--- src/rtl/tlpq_pkg.sv ---
// ----------------------------------------------------------------------------
// tlpq_pkg
// Shared types and codes of the three-level priority queue: item structs,
// command and level codes, status codes and the result buffer size.
// ----------------------------------------------------------------------------
`default_nettype none

package tlpq_pkg;

  // field widths fixed by the item format
  localparam int unsigned TASK_ID_W = 16;
  localparam int unsigned LEVEL_W   = 2;
  localparam int unsigned TOTAL_W   = 6;

  // number of priority levels
  localparam int unsigned NUM_LEVELS = 3;

  // result buffer between the pipeline and the output channel
  localparam int unsigned BUF_DEPTH = 3;
  localparam int unsigned BUF_PTR_W = 2;

  // command codes
  localparam logic CMD_INSERT = 1'b0;
  localparam logic CMD_POP    = 1'b1;

  // level codes
  localparam logic [LEVEL_W-1:0] LVL_WHENEVER  = 2'd0;
  localparam logic [LEVEL_W-1:0] LVL_IMPORTANT = 2'd1;
  localparam logic [LEVEL_W-1:0] LVL_URGENT    = 2'd2;

  // result status codes
  typedef enum logic [1:0] {
    ST_DONE  = 2'd0,
    ST_FULL  = 2'd1,
    ST_EMPTY = 2'd2
  } status_e;

  // one input item
  typedef struct packed {
    logic                 cmd;
    logic [LEVEL_W-1:0]   level;
    logic [TASK_ID_W-1:0] task_id;
  } in_item_t;

  // one result item
  typedef struct packed {
    status_e              status;
    logic [TASK_ID_W-1:0] popped_id;
    logic [LEVEL_W-1:0]   popped_level;
    logic [TOTAL_W-1:0]   total_count;
  } out_item_t;

  // decision of the control stage, carried alongside the memory read
  typedef struct packed {
    status_e            status;
    logic [LEVEL_W-1:0] popped_level;
    logic [TOTAL_W-1:0] total_count;
    logic               pop_hit;
  } meta_t;

endpackage

`default_nettype wire

--- src/rtl/three_level_priority_queue_core.sv ---
// ----------------------------------------------------------------------------
// three_level_priority_queue_core
// Priority queue of task identifiers over three levels, each level a
// bounded first-in first-out queue in one shared task memory.
// ----------------------------------------------------------------------------
//  channel  | handshake               | payload
//  ---------+-------------------------+---------------------------------------
//  input    | in_valid_i / in_stall_o | in_item_i  (cmd, level, task_id)
//  output   | out_valid_o/ out_stall_i| out_item_o (status, popped_id,
//           |                         |             popped_level, total_count)
//
//  one item is accepted per cycle while in_stall_o is low; its result is
//  offered after the registered read of the task memory and the write into
//  the result queue.
//  pointers and counts clear on reset; the task memory needs no clearing,
//  so items are taken right after reset.
//  a three-entry result queue absorbs output stalls; in_stall_o rises once
//  the results held in that queue plus the one in flight reach three.
// ----------------------------------------------------------------------------
`default_nettype none

module three_level_priority_queue_core #(
  parameter int unsigned DEPTH_PER_LEVEL = 16,
  parameter int unsigned ID_WIDTH        = 16
) (
  input  wire logic                clk_i,
  input  wire logic                rst_ni,
  input  wire logic                in_valid_i,
  output logic                     in_stall_o,
  input  wire tlpq_pkg::in_item_t  in_item_i,
  output logic                     out_valid_o,
  input  wire logic                out_stall_i,
  output tlpq_pkg::out_item_t      out_item_o
);

  import tlpq_pkg::*;

  localparam int unsigned RAM_DEPTH = NUM_LEVELS * DEPTH_PER_LEVEL;
  localparam int unsigned ADDR_W    = $clog2(RAM_DEPTH);

  logic                 accept;
  logic                 ram_we;
  logic [ADDR_W-1:0]    ram_waddr;
  logic [ID_WIDTH-1:0]  ram_wdata;
  logic                 ram_re;
  logic [ADDR_W-1:0]    ram_raddr;
  logic [ID_WIDTH-1:0]  ram_rdata;
  meta_t                meta;
  logic                 s1_valid_q;
  meta_t                s1_meta_q;
  out_item_t            result;
  logic [BUF_PTR_W-1:0] buf_count;

  // input handshake, space is counted over the stage in flight and the queue
  assign in_stall_o = !rst_ni ||
                      ((3'(buf_count) + 3'(s1_valid_q)) >= 3'(BUF_DEPTH));
  assign accept     = in_valid_i && !in_stall_o;

  tlpq_ctrl #(
    .DEPTH    (DEPTH_PER_LEVEL),
    .ID_WIDTH (ID_WIDTH),
    .ADDR_W   (ADDR_W)
  ) u_ctrl (
    .clk_i       (clk_i),
    .rst_ni      (rst_ni),
    .accept_i    (accept),
    .item_i      (in_item_i),
    .ram_we_o    (ram_we),
    .ram_waddr_o (ram_waddr),
    .ram_wdata_o (ram_wdata),
    .ram_re_o    (ram_re),
    .ram_raddr_o (ram_raddr),
    .meta_o      (meta)
  );

  tlpq_ram #(
    .WIDTH (ID_WIDTH),
    .DEPTH (RAM_DEPTH)
  ) u_task_ram (
    .clk_i   (clk_i),
    .we_i    (ram_we),
    .waddr_i (ram_waddr),
    .wdata_i (ram_wdata),
    .re_i    (ram_re),
    .raddr_i (ram_raddr),
    .rdata_o (ram_rdata)
  );

  // stage alongside the memory read
  always_ff @(posedge clk_i or negedge rst_ni) begin
    if (!rst_ni) begin
      s1_valid_q <= 1'b0;
    end else begin
      s1_valid_q <= accept;
    end
  end

  always_ff @(posedge clk_i) begin
    if (accept) begin
      s1_meta_q <= meta;
    end
  end

  // assemble the result item
  always_comb begin
    result.status       = s1_meta_q.status;
    result.popped_id    = s1_meta_q.pop_hit ? TASK_ID_W'(ram_rdata) : '0;
    result.popped_level = s1_meta_q.popped_level;
    result.total_count  = s1_meta_q.total_count;
  end

  tlpq_out_buf u_out_buf (
    .clk_i       (clk_i),
    .rst_ni      (rst_ni),
    .push_i      (s1_valid_q),
    .push_item_i (result),
    .out_stall_i (out_stall_i),
    .out_valid_o (out_valid_o),
    .out_item_o  (out_item_o),
    .count_o     (buf_count)
  );

endmodule

`default_nettype wire

--- src/rtl/tlpq_ram.sv ---
// ----------------------------------------------------------------------------
// tlpq_ram
// Generic single-write, single-read memory with a registered read port.
// ----------------------------------------------------------------------------
`default_nettype none

module tlpq_ram #(
  parameter int unsigned WIDTH = 16,
  parameter int unsigned DEPTH = 48
) (
  input  wire logic                     clk_i,
  input  wire logic                     we_i,
  input  wire logic [$clog2(DEPTH)-1:0] waddr_i,
  input  wire logic [WIDTH-1:0]         wdata_i,
  input  wire logic                     re_i,
  input  wire logic [$clog2(DEPTH)-1:0] raddr_i,
  output logic      [WIDTH-1:0]         rdata_o
);

  logic [WIDTH-1:0] mem_q [DEPTH];
  logic [WIDTH-1:0] rdata_q;

  // write port
  always_ff @(posedge clk_i) begin
    if (we_i) begin
      mem_q[waddr_i] <= wdata_i;
    end
  end

  // registered read port, holds while no read is issued
  always_ff @(posedge clk_i) begin
    if (re_i) begin
      rdata_q <= mem_q[raddr_i];
    end
  end

  assign rdata_o = rdata_q;

endmodule

`default_nettype wire

--- src/rtl/tlpq_ctrl.sv ---
// ----------------------------------------------------------------------------
// tlpq_ctrl
// Per-level pointers and counts: decides insert or pop, drives the task
// memory and produces the status, level and total of each item.
// ----------------------------------------------------------------------------
`default_nettype none

module tlpq_ctrl #(
  parameter int unsigned DEPTH    = 16,
  parameter int unsigned ID_WIDTH = 16,
  parameter int unsigned ADDR_W   = 6
) (
  input  wire logic                  clk_i,
  input  wire logic                  rst_ni,
  input  wire logic                  accept_i,
  input  wire tlpq_pkg::in_item_t    item_i,
  output logic                       ram_we_o,
  output logic [ADDR_W-1:0]          ram_waddr_o,
  output logic [ID_WIDTH-1:0]        ram_wdata_o,
  output logic                       ram_re_o,
  output logic [ADDR_W-1:0]          ram_raddr_o,
  output tlpq_pkg::meta_t            meta_o
);

  import tlpq_pkg::*;

  localparam int unsigned PTR_W = $clog2(DEPTH);
  localparam int unsigned CNT_W = $clog2(DEPTH + 1);
  localparam int unsigned TOT_W = $clog2(NUM_LEVELS * DEPTH + 1);

  logic [PTR_W-1:0] rd_ptr_q [NUM_LEVELS];
  logic [PTR_W-1:0] rd_ptr_d [NUM_LEVELS];
  logic [PTR_W-1:0] wr_ptr_q [NUM_LEVELS];
  logic [PTR_W-1:0] wr_ptr_d [NUM_LEVELS];
  logic [CNT_W-1:0] cnt_q    [NUM_LEVELS];
  logic [CNT_W-1:0] cnt_d    [NUM_LEVELS];
  logic [TOT_W-1:0] total_q;
  logic [TOT_W-1:0] total_d;

  logic [LEVEL_W-1:0] ins_lvl;
  logic [LEVEL_W-1:0] pop_lvl;
  logic               ins_full;
  logic               any_held;
  logic               is_pop;
  logic               ins_ok;
  logic               pop_hit;
  logic               pop_ok;

  // first entry of a level in the shared memory
  function automatic logic [ADDR_W-1:0] level_base(input logic [LEVEL_W-1:0] lvl);
    logic [ADDR_W-1:0] base;
    unique case (lvl)
      LVL_URGENT:    base = ADDR_W'(2 * DEPTH);
      LVL_IMPORTANT: base = ADDR_W'(DEPTH);
      default:       base = '0;
    endcase
    return base;
  endfunction

  // pointer advance with wrap at the level depth
  function automatic logic [PTR_W-1:0] next_slot(input logic [PTR_W-1:0] p);
    return (p == PTR_W'(DEPTH - 1)) ? '0 : p + 1'b1;
  endfunction

  // insert target, level three counts as urgent
  always_comb begin
    ins_lvl  = (item_i.level > LVL_URGENT) ? LVL_URGENT : item_i.level;
    ins_full = (cnt_q[ins_lvl] == CNT_W'(DEPTH));
  end

  // highest non-empty level for a pop
  always_comb begin
    any_held = 1'b1;
    if (cnt_q[LVL_URGENT] != '0) begin
      pop_lvl = LVL_URGENT;
    end else if (cnt_q[LVL_IMPORTANT] != '0) begin
      pop_lvl = LVL_IMPORTANT;
    end else if (cnt_q[LVL_WHENEVER] != '0) begin
      pop_lvl = LVL_WHENEVER;
    end else begin
      pop_lvl  = LVL_WHENEVER;
      any_held = 1'b0;
    end
  end

  assign is_pop  = (item_i.cmd == CMD_POP);
  assign pop_hit = is_pop && any_held;
  assign ins_ok  = accept_i && !is_pop && !ins_full;
  assign pop_ok  = accept_i && pop_hit;

  // memory requests
  assign ram_we_o    = ins_ok;
  assign ram_waddr_o = level_base(ins_lvl) + ADDR_W'(wr_ptr_q[ins_lvl]);
  assign ram_wdata_o = ID_WIDTH'(item_i.task_id);
  assign ram_re_o    = pop_ok;
  assign ram_raddr_o = level_base(pop_lvl) + ADDR_W'(rd_ptr_q[pop_lvl]);

  // next pointers and counts
  always_comb begin
    rd_ptr_d = rd_ptr_q;
    wr_ptr_d = wr_ptr_q;
    cnt_d    = cnt_q;
    total_d  = total_q;
    if (ins_ok) begin
      wr_ptr_d[ins_lvl] = next_slot(wr_ptr_q[ins_lvl]);
      cnt_d[ins_lvl]    = cnt_q[ins_lvl] + 1'b1;
      total_d           = total_q + 1'b1;
    end
    if (pop_ok) begin
      rd_ptr_d[pop_lvl] = next_slot(rd_ptr_q[pop_lvl]);
      cnt_d[pop_lvl]    = cnt_q[pop_lvl] - 1'b1;
      total_d           = total_q - 1'b1;
    end
  end

  always_ff @(posedge clk_i or negedge rst_ni) begin
    if (!rst_ni) begin
      for (int i = 0; i < NUM_LEVELS; i++) begin
        rd_ptr_q[i] <= '0;
        wr_ptr_q[i] <= '0;
        cnt_q[i]    <= '0;
      end
      total_q <= '0;
    end else begin
      rd_ptr_q <= rd_ptr_d;
      wr_ptr_q <= wr_ptr_d;
      cnt_q    <= cnt_d;
      total_q  <= total_d;
    end
  end

  // item decision
  always_comb begin
    if (is_pop) begin
      meta_o.status = any_held ? ST_DONE : ST_EMPTY;
    end else begin
      meta_o.status = ins_full ? ST_FULL : ST_DONE;
    end
    meta_o.popped_level = pop_hit ? pop_lvl : LVL_WHENEVER;
    meta_o.total_count  = TOTAL_W'(total_d);
    meta_o.pop_hit      = pop_hit;
  end

endmodule

`default_nettype wire

--- src/rtl/tlpq_out_buf.sv ---
// ----------------------------------------------------------------------------
// tlpq_out_buf
// Small result queue that decouples the pipeline from the output channel
// so that items keep flowing while the receiver stalls.
// ----------------------------------------------------------------------------
`default_nettype none

module tlpq_out_buf (
  input  wire logic                  clk_i,
  input  wire logic                  rst_ni,
  input  wire logic                  push_i,
  input  wire tlpq_pkg::out_item_t   push_item_i,
  input  wire logic                  out_stall_i,
  output logic                       out_valid_o,
  output tlpq_pkg::out_item_t        out_item_o,
  output logic [tlpq_pkg::BUF_PTR_W-1:0] count_o
);

  import tlpq_pkg::*;

  out_item_t            slot_q [BUF_DEPTH];
  logic [BUF_PTR_W-1:0] rd_ptr_q;
  logic [BUF_PTR_W-1:0] rd_ptr_d;
  logic [BUF_PTR_W-1:0] wr_ptr_q;
  logic [BUF_PTR_W-1:0] wr_ptr_d;
  logic [BUF_PTR_W-1:0] count_q;
  logic [BUF_PTR_W-1:0] count_d;
  logic                 pop;

  function automatic logic [BUF_PTR_W-1:0] bump(input logic [BUF_PTR_W-1:0] p);
    return (p == BUF_PTR_W'(BUF_DEPTH - 1)) ? '0 : p + 1'b1;
  endfunction

  assign out_valid_o = (count_q != '0);
  assign out_item_o  = slot_q[rd_ptr_q];
  assign count_o     = count_q;
  assign pop         = out_valid_o && !out_stall_i;

  // pointer and fill bookkeeping
  always_comb begin
    rd_ptr_d = pop    ? bump(rd_ptr_q) : rd_ptr_q;
    wr_ptr_d = push_i ? bump(wr_ptr_q) : wr_ptr_q;
    case ({push_i, pop})
      2'b10:   count_d = count_q + 1'b1;
      2'b01:   count_d = count_q - 1'b1;
      default: count_d = count_q;
    endcase
  end

  always_ff @(posedge clk_i or negedge rst_ni) begin
    if (!rst_ni) begin
      rd_ptr_q <= '0;
      wr_ptr_q <= '0;
      count_q  <= '0;
    end else begin
      rd_ptr_q <= rd_ptr_d;
      wr_ptr_q <= wr_ptr_d;
      count_q  <= count_d;
    end
  end

  // result storage
  always_ff @(posedge clk_i) begin
    if (push_i) begin
      slot_q[wr_ptr_q] <= push_item_i;
    end
  end

endmodule

`default_nettype wire

--- config.mk ---
export PLATFORM = sky130hd
export DESIGN_NAME = three_level_priority_queue_core
export DESIGN_NICKNAME = d
export VERILOG_FILES = /design/src/rtl/tlpq_pkg.sv /design/src/rtl/three_level_priority_queue_core.sv /design/src/rtl/tlpq_ram.sv /design/src/rtl/tlpq_ctrl.sv /design/src/rtl/tlpq_out_buf.sv
export SDC_FILE = /design/constraint.sdc
export NUM_CORES = 1
export LEC_CHECK = 0
export BUFFER_PORTS_ARGS = -buffer_cell sky130_fd_sc_hd__buf_2
export CORE_MARGIN = 3
export CORE_UTILIZATION = 56
export CTS_CLUSTER_DIAMETER = 60
export DETAILED_ROUTE_END_ITERATION = 12
export PLACE_DENSITY = 0.72
export SYNTH_ARGS = -nofsm -noshare
export SYNTH_HDL_FRONTEND = slang
export SYNTH_SLANG_ARGS = --single-unit
export TNS_END_PERCENT = 5
--- constraint.sdc ---
create_clock -name clk_i -period 7.4 [get_ports clk_i]
set_input_delay 1.48 -clock clk_i [delete_from_list [all_inputs] [get_ports clk_i]]
set_output_delay 1.48 -clock clk_i [all_outputs]
set_load 0.005 [all_outputs]
==> impl_metrics.prom <==
# TYPE chip_impl_metric gauge
chip_impl_metric{name="core_area",unit="um2"} 64700
chip_impl_metric{name="p_sw_frac",unit=""} 0.373
chip_impl_metric{name="detail_route.vias_per_cell",unit=""} 6.25
chip_impl_metric{name="insertion_delay",unit="ns"} 0.65
chip_impl_metric{name="report.final.hold_viol_count",unit=""} 0
chip_impl_metric{name="avgSynthCellArea",unit="um2"} 14.2
chip_impl_metric{name="cp_data_arrival_time",unit="ns"} 5.32
chip_impl_metric{name="r2r_slack",unit="ns"} 2.41
chip_impl_metric{name="fin_nets",unit=""} 2694
chip_impl_metric{name="cp_max_fo",unit=""} 124
chip_impl_info{name="capture_point_of_the_worst_reg_to_reg_path",value="u_task_ram.rdata_o[13]$_DFFE_PP_"} 1
chip_impl_metric{name="postCtsResizedCells",unit=""} 0
chip_impl_metric{name="first_global_vias",unit=""} 21600
chip_impl_metric{name="chipHeight",unit="um"} 262
chip_impl_metric{name="grt_max_degree",unit=""} 148
chip_impl_metric{name="drc_errors",unit=""} 0
chip_impl_info{name="critPathCaptureType",value="flop"} 1
chip_impl_metric{name="max_clock_freq",unit="MHz"} 201
chip_impl_metric{name="post_layout_minimum_cycle_time",unit="ns"} 4.99
chip_impl_info{name="rsz_0062_raised_after_global_routing",value="no"} 1
chip_impl_metric{name="die_area",unit="um2"} 68800
chip_impl_metric{name="synth-edff-count",unit=""} 873
chip_impl_metric{name="final_min_period_over_clock_period",unit=""} 0.674
chip_impl_metric{name="clockPowerShare",unit=""} 0.277
chip_impl_metric{name="synth.lib_cells_used.distinct",unit=""} 62
chip_impl_info{name="class_of_the_worst_hold_path",value="reg2reg"} 1
chip_impl_metric{name="first_iter_violations",unit=""} 2680
chip_impl_metric{name="power.sequential.fraction",unit=""} 0.374
chip_impl_metric{name="cts_setup_buffers",unit=""} 0
chip_impl_metric{name="synthArstFlopShare",unit=""} 0.0562
chip_impl_info{name="min_to",value="u_out_buf.slot_q[1][0]$_DFFE_PP_"} 1
chip_impl_info{name="ys.flop_type",value="edfxtp_1"} 1
chip_impl_metric{name="dr_wl_met3",unit="um"} 8750
chip_impl_metric{name="power_report.internal_total",unit="W"} 0.0104
chip_impl_metric{name="setup_viol",unit=""} 0
chip_impl_metric{name="rows",unit=""} 93
chip_impl_metric{name="ys_seq_area_frac",unit=""} 0.748
chip_impl_info{name="cts_tree",value="built"} 1
chip_impl_metric{name="irDropWorstVdd",unit="mV"} 0.429
chip_impl_metric{name="routed_wire_length_per_instance",unit="um"} 25.2
chip_impl_metric{name="total_power",unit="W"} 0.0167
chip_impl_metric{name="r2r.worst_path.cells",unit=""} 11
chip_impl_metric{name="hold_slack",unit="ns"} 0.478
chip_impl_metric{name="synthToLayoutAreaGrowth",unit="%"} 11.6
chip_impl_metric{name="hold_path_depth",unit=""} 0
chip_impl_info{name="worstReg2RegStart",value="u_ctrl.cnt_q[1]$_DFF_PN0_"} 1
chip_impl_metric{name="num-fill-cells",unit=""} 4589
chip_impl_metric{name="htree_num_levels",unit=""} 3
chip_impl_metric{name="detailedRoute.firstPassIterationCount",unit=""} 6
chip_impl_info{name="timing.hold.worst.start",value="result[0]$_DFFE_PN_"} 1
chip_impl_metric{name="grt_first_pass_wirelength",unit="um"} 135000
chip_impl_metric{name="cts_max_path_buffers",unit=""} 3
chip_impl_metric{name="initial_core_util",unit=""} 0.568
chip_impl_metric{name="grt_antenna_before_repair",unit=""} 7
chip_impl_metric{name="power_switching",unit="W"} 0.00621
chip_impl_metric{name="ys_seq_elements",unit=""} 925
chip_impl_metric{name="post-synth-top-area-fraction",unit=""} 0.713
chip_impl_info{name="clk_root_buffer_cell",value="clkbuf_16"} 1
chip_impl_metric{name="timing.setup.tns",unit="ns"} 0
chip_impl_metric{name="drive_gt1_frac",unit=""} 0.110
chip_impl_info{name="synthTopCellsByArea",value="edfxtp_1 71%, nand2_1 5.8%, mux2i_1 4.1%"} 1
chip_impl_metric{name="synth_warn",unit=""} 0
chip_impl_metric{name="timing.max_slew.rel_slack",unit=""} 0.130
chip_impl_metric{name="portBuffers",unit=""} 50
chip_impl_metric{name="tightest_slew",unit="ns"} 1.30
chip_impl_metric{name="wirelength",unit="um"} 90300
chip_impl_metric{name="slew_viol_final",unit=""} 0
chip_impl_metric{name="antenna_violating_nets_post_route",unit=""} 0
chip_impl_metric{name="clock-sinks",unit=""} 925
chip_impl_metric{name="detail_route.wirelength.met1",unit="um"} 35200
chip_impl_info{name="startpoint_type",value="flop"} 1
chip_impl_metric{name="max-cap-violations",unit=""} 0
chip_impl_metric{name="grt_overflow",unit=""} 0
chip_impl_info{name="run_status",value="finished, final reports clean"} 1
chip_impl_metric{name="fp.dieW",unit="um"} 262
chip_impl_metric{name="post_placement_cell_area",unit="um2"} 38100
chip_impl_info{name="synth_area_leader_cell",value="edfxtp_1"} 1
chip_impl_metric{name="worstPathRequired",unit="ns"} 7.73
chip_impl_metric{name="hold_bufs_at_cts",unit=""} 0
chip_impl_metric{name="vias",unit=""} 22400
chip_impl_metric{name="comb_power_share",unit=""} 0.349
chip_impl_metric{name="io-pin-count",unit=""} 51
chip_impl_info{name="critPathKind",value="reg2reg"} 1
chip_impl_metric{name="leakagePower",unit="nW"} 14.3
chip_impl_metric{name="mappedNetlistNets",unit=""} 2624
chip_impl_metric{name="power_density",unit="nW/um2"} 406
chip_impl_metric{name="path_clk_slew",unit="ns"} 0.06
chip_impl_info{name="layout.cells.most_common_list",value="873 x edfxtp_1, 567 x nand2_1, 149 x mux2i_1"} 1
chip_impl_metric{name="met2RoutedLength",unit="um"} 42600
chip_impl_info{name="top_layer_used",value="met5"} 1
chip_impl_metric{name="routability_congestion",unit=""} 0.904
chip_impl_metric{name="syn-instance-count",unit=""} 2590
chip_impl_metric{name="fin_worst_skew",unit="ns"} 0.0263
chip_impl_metric{name="gr-usage-all-layers",unit=""} 0.259
chip_impl_metric{name="postLayoutCellArea",unit="um2"} 41100
chip_impl_metric{name="synth_area",unit="um2"} 36800
chip_impl_metric{name="dp_hpwl",unit="um"} 53000
chip_impl_metric{name="numCtsBuffers",unit=""} 90
chip_impl_info{name="mostFrequentLayoutCell",value="edfxtp_1"} 1
[power groups by stage]
stage	clock network [W]	logic, W	registers (W)
after floorplan	0	0.00382	0.00627
after global placement	0	0.00556	0.00632
after detailed placement	0	0.00570	0.00633
after CTS	0.00465	0.00574	0.00623
after global routing	0.00487	0.00623	0.00626
final	0.00461	0.00581	0.00623
[through the flow]
stage / setup WS [ns] / instances / utilization
after floorplan: 3.02 / 2590 / -
after global placement: 2.11 / 3422 / 0.588
after detailed placement: 1.96 / 3422 / 0.588
after CTS: 2.56 / 3587 / 0.634
after global routing: 2.37 / 3590 / 0.635
final: 2.41 / 3591 / 0.635
[worst max-delay path: stages (launching register included)]
cell,delay [ns]
dfrtp_1,0.48
or3_4,0.45
a311oi_1,0.33
a21o_4,0.63
inv_6,0.47
buf_12,0.41
nor2_1,0.18
buf_4,0.25
a32oi_1,0.12
o211ai_1,0.32
nand4_1,0.41
nand4b_1,0.40
[per-layer routing]
layer / track usage / up-vias
met1: 0.356 / 11200
li1: - / 9875
met5: 0 / -
met4: 0.117 / 4
met3: 0.0485 / 178
met2: 0.408 / 1186
[worst max path at each step]
stage                                   start                           endpoint  slack, ns  cells after the start
floorplan                       in_item_i[17]  u_task_ram.mem_q[42][0]$_DFFE_PP_       3.02                      9
global placement                       rst_ni  u_task_ram.mem_q[5][10]$_DFFE_PP_       2.11                      8
detailed placement                     rst_ni   u_task_ram.mem_q[3][8]$_DFFE_PP_       1.96                      8
CTS                 u_ctrl.cnt_q[1]$_DFF_PN0_   u_task_ram.rdata_o[13]$_DFFE_PP_       2.56                     11
global route                           rst_ni  u_task_ram.mem_q[5][11]$_DFFE_PP_       2.37                      8
finish              u_ctrl.cnt_q[1]$_DFF_PN0_   u_task_ram.rdata_o[13]$_DFFE_PP_       2.41                     11
[area by class of cell]
type | instances | area (um2) | share of cell area
clock inverters | 51 | 538 | 0.0131
clock buffers | 114 | 2440 | 0.0595
diodes | 3 | 7.51 | 0.000183
inverters | 16 | 65.1 | 0.00158
well taps | 855 | 1070 | 0.0261
repair buffers | 124 | 847 | 0.0206
flip-flops and latches | 925 | 27500 | 0.670
multi-input cells | 1503 | 8570 | 0.209
[cell usage after synthesis, types with 21 or more instances]
cell type  instances
clkbuf_1          40
a21oi_1          111
nand3_1          120
a31oi_1           74
a221oi_1          21
mux2i_1          149
a22oi_1           37
buf_2             78
nand2_1          567
edfxtp_1         873
a32oi_1           38
dfrtp_1           52
o21ai_0           44
and3_1            32
nor2_1           101
nand4_1           21
[logic make-up after synthesis]
kind of cell,share of synthesized area
buffers and inverters,0.0206
xor gates and xnor gates,0.00452
and+or+nand+nor,0.106
AOI/OAI and AO/OA,0.0715
DFF,0.748
muxes,0.0455
adders and majority gates,0.00374
[flip-flops by register name, summed over array words and instances, names as in the netlist]
register            flops
result                 10
s1_meta_q               1
s1_valid_q              1
u_ctrl.cnt_q           15
u_ctrl.rd_ptr_q        12
u_ctrl.total_q          6
u_ctrl.wr_ptr_q        12
u_out_buf.count_o       2
u_out_buf.rd_ptr_q      2
u_out_buf.slot_q       78
u_out_buf.wr_ptr_q      2
u_task_ram.mem_q      768
u_task_ram.rdata_o     16
Power figures use the tool's default switching activity.
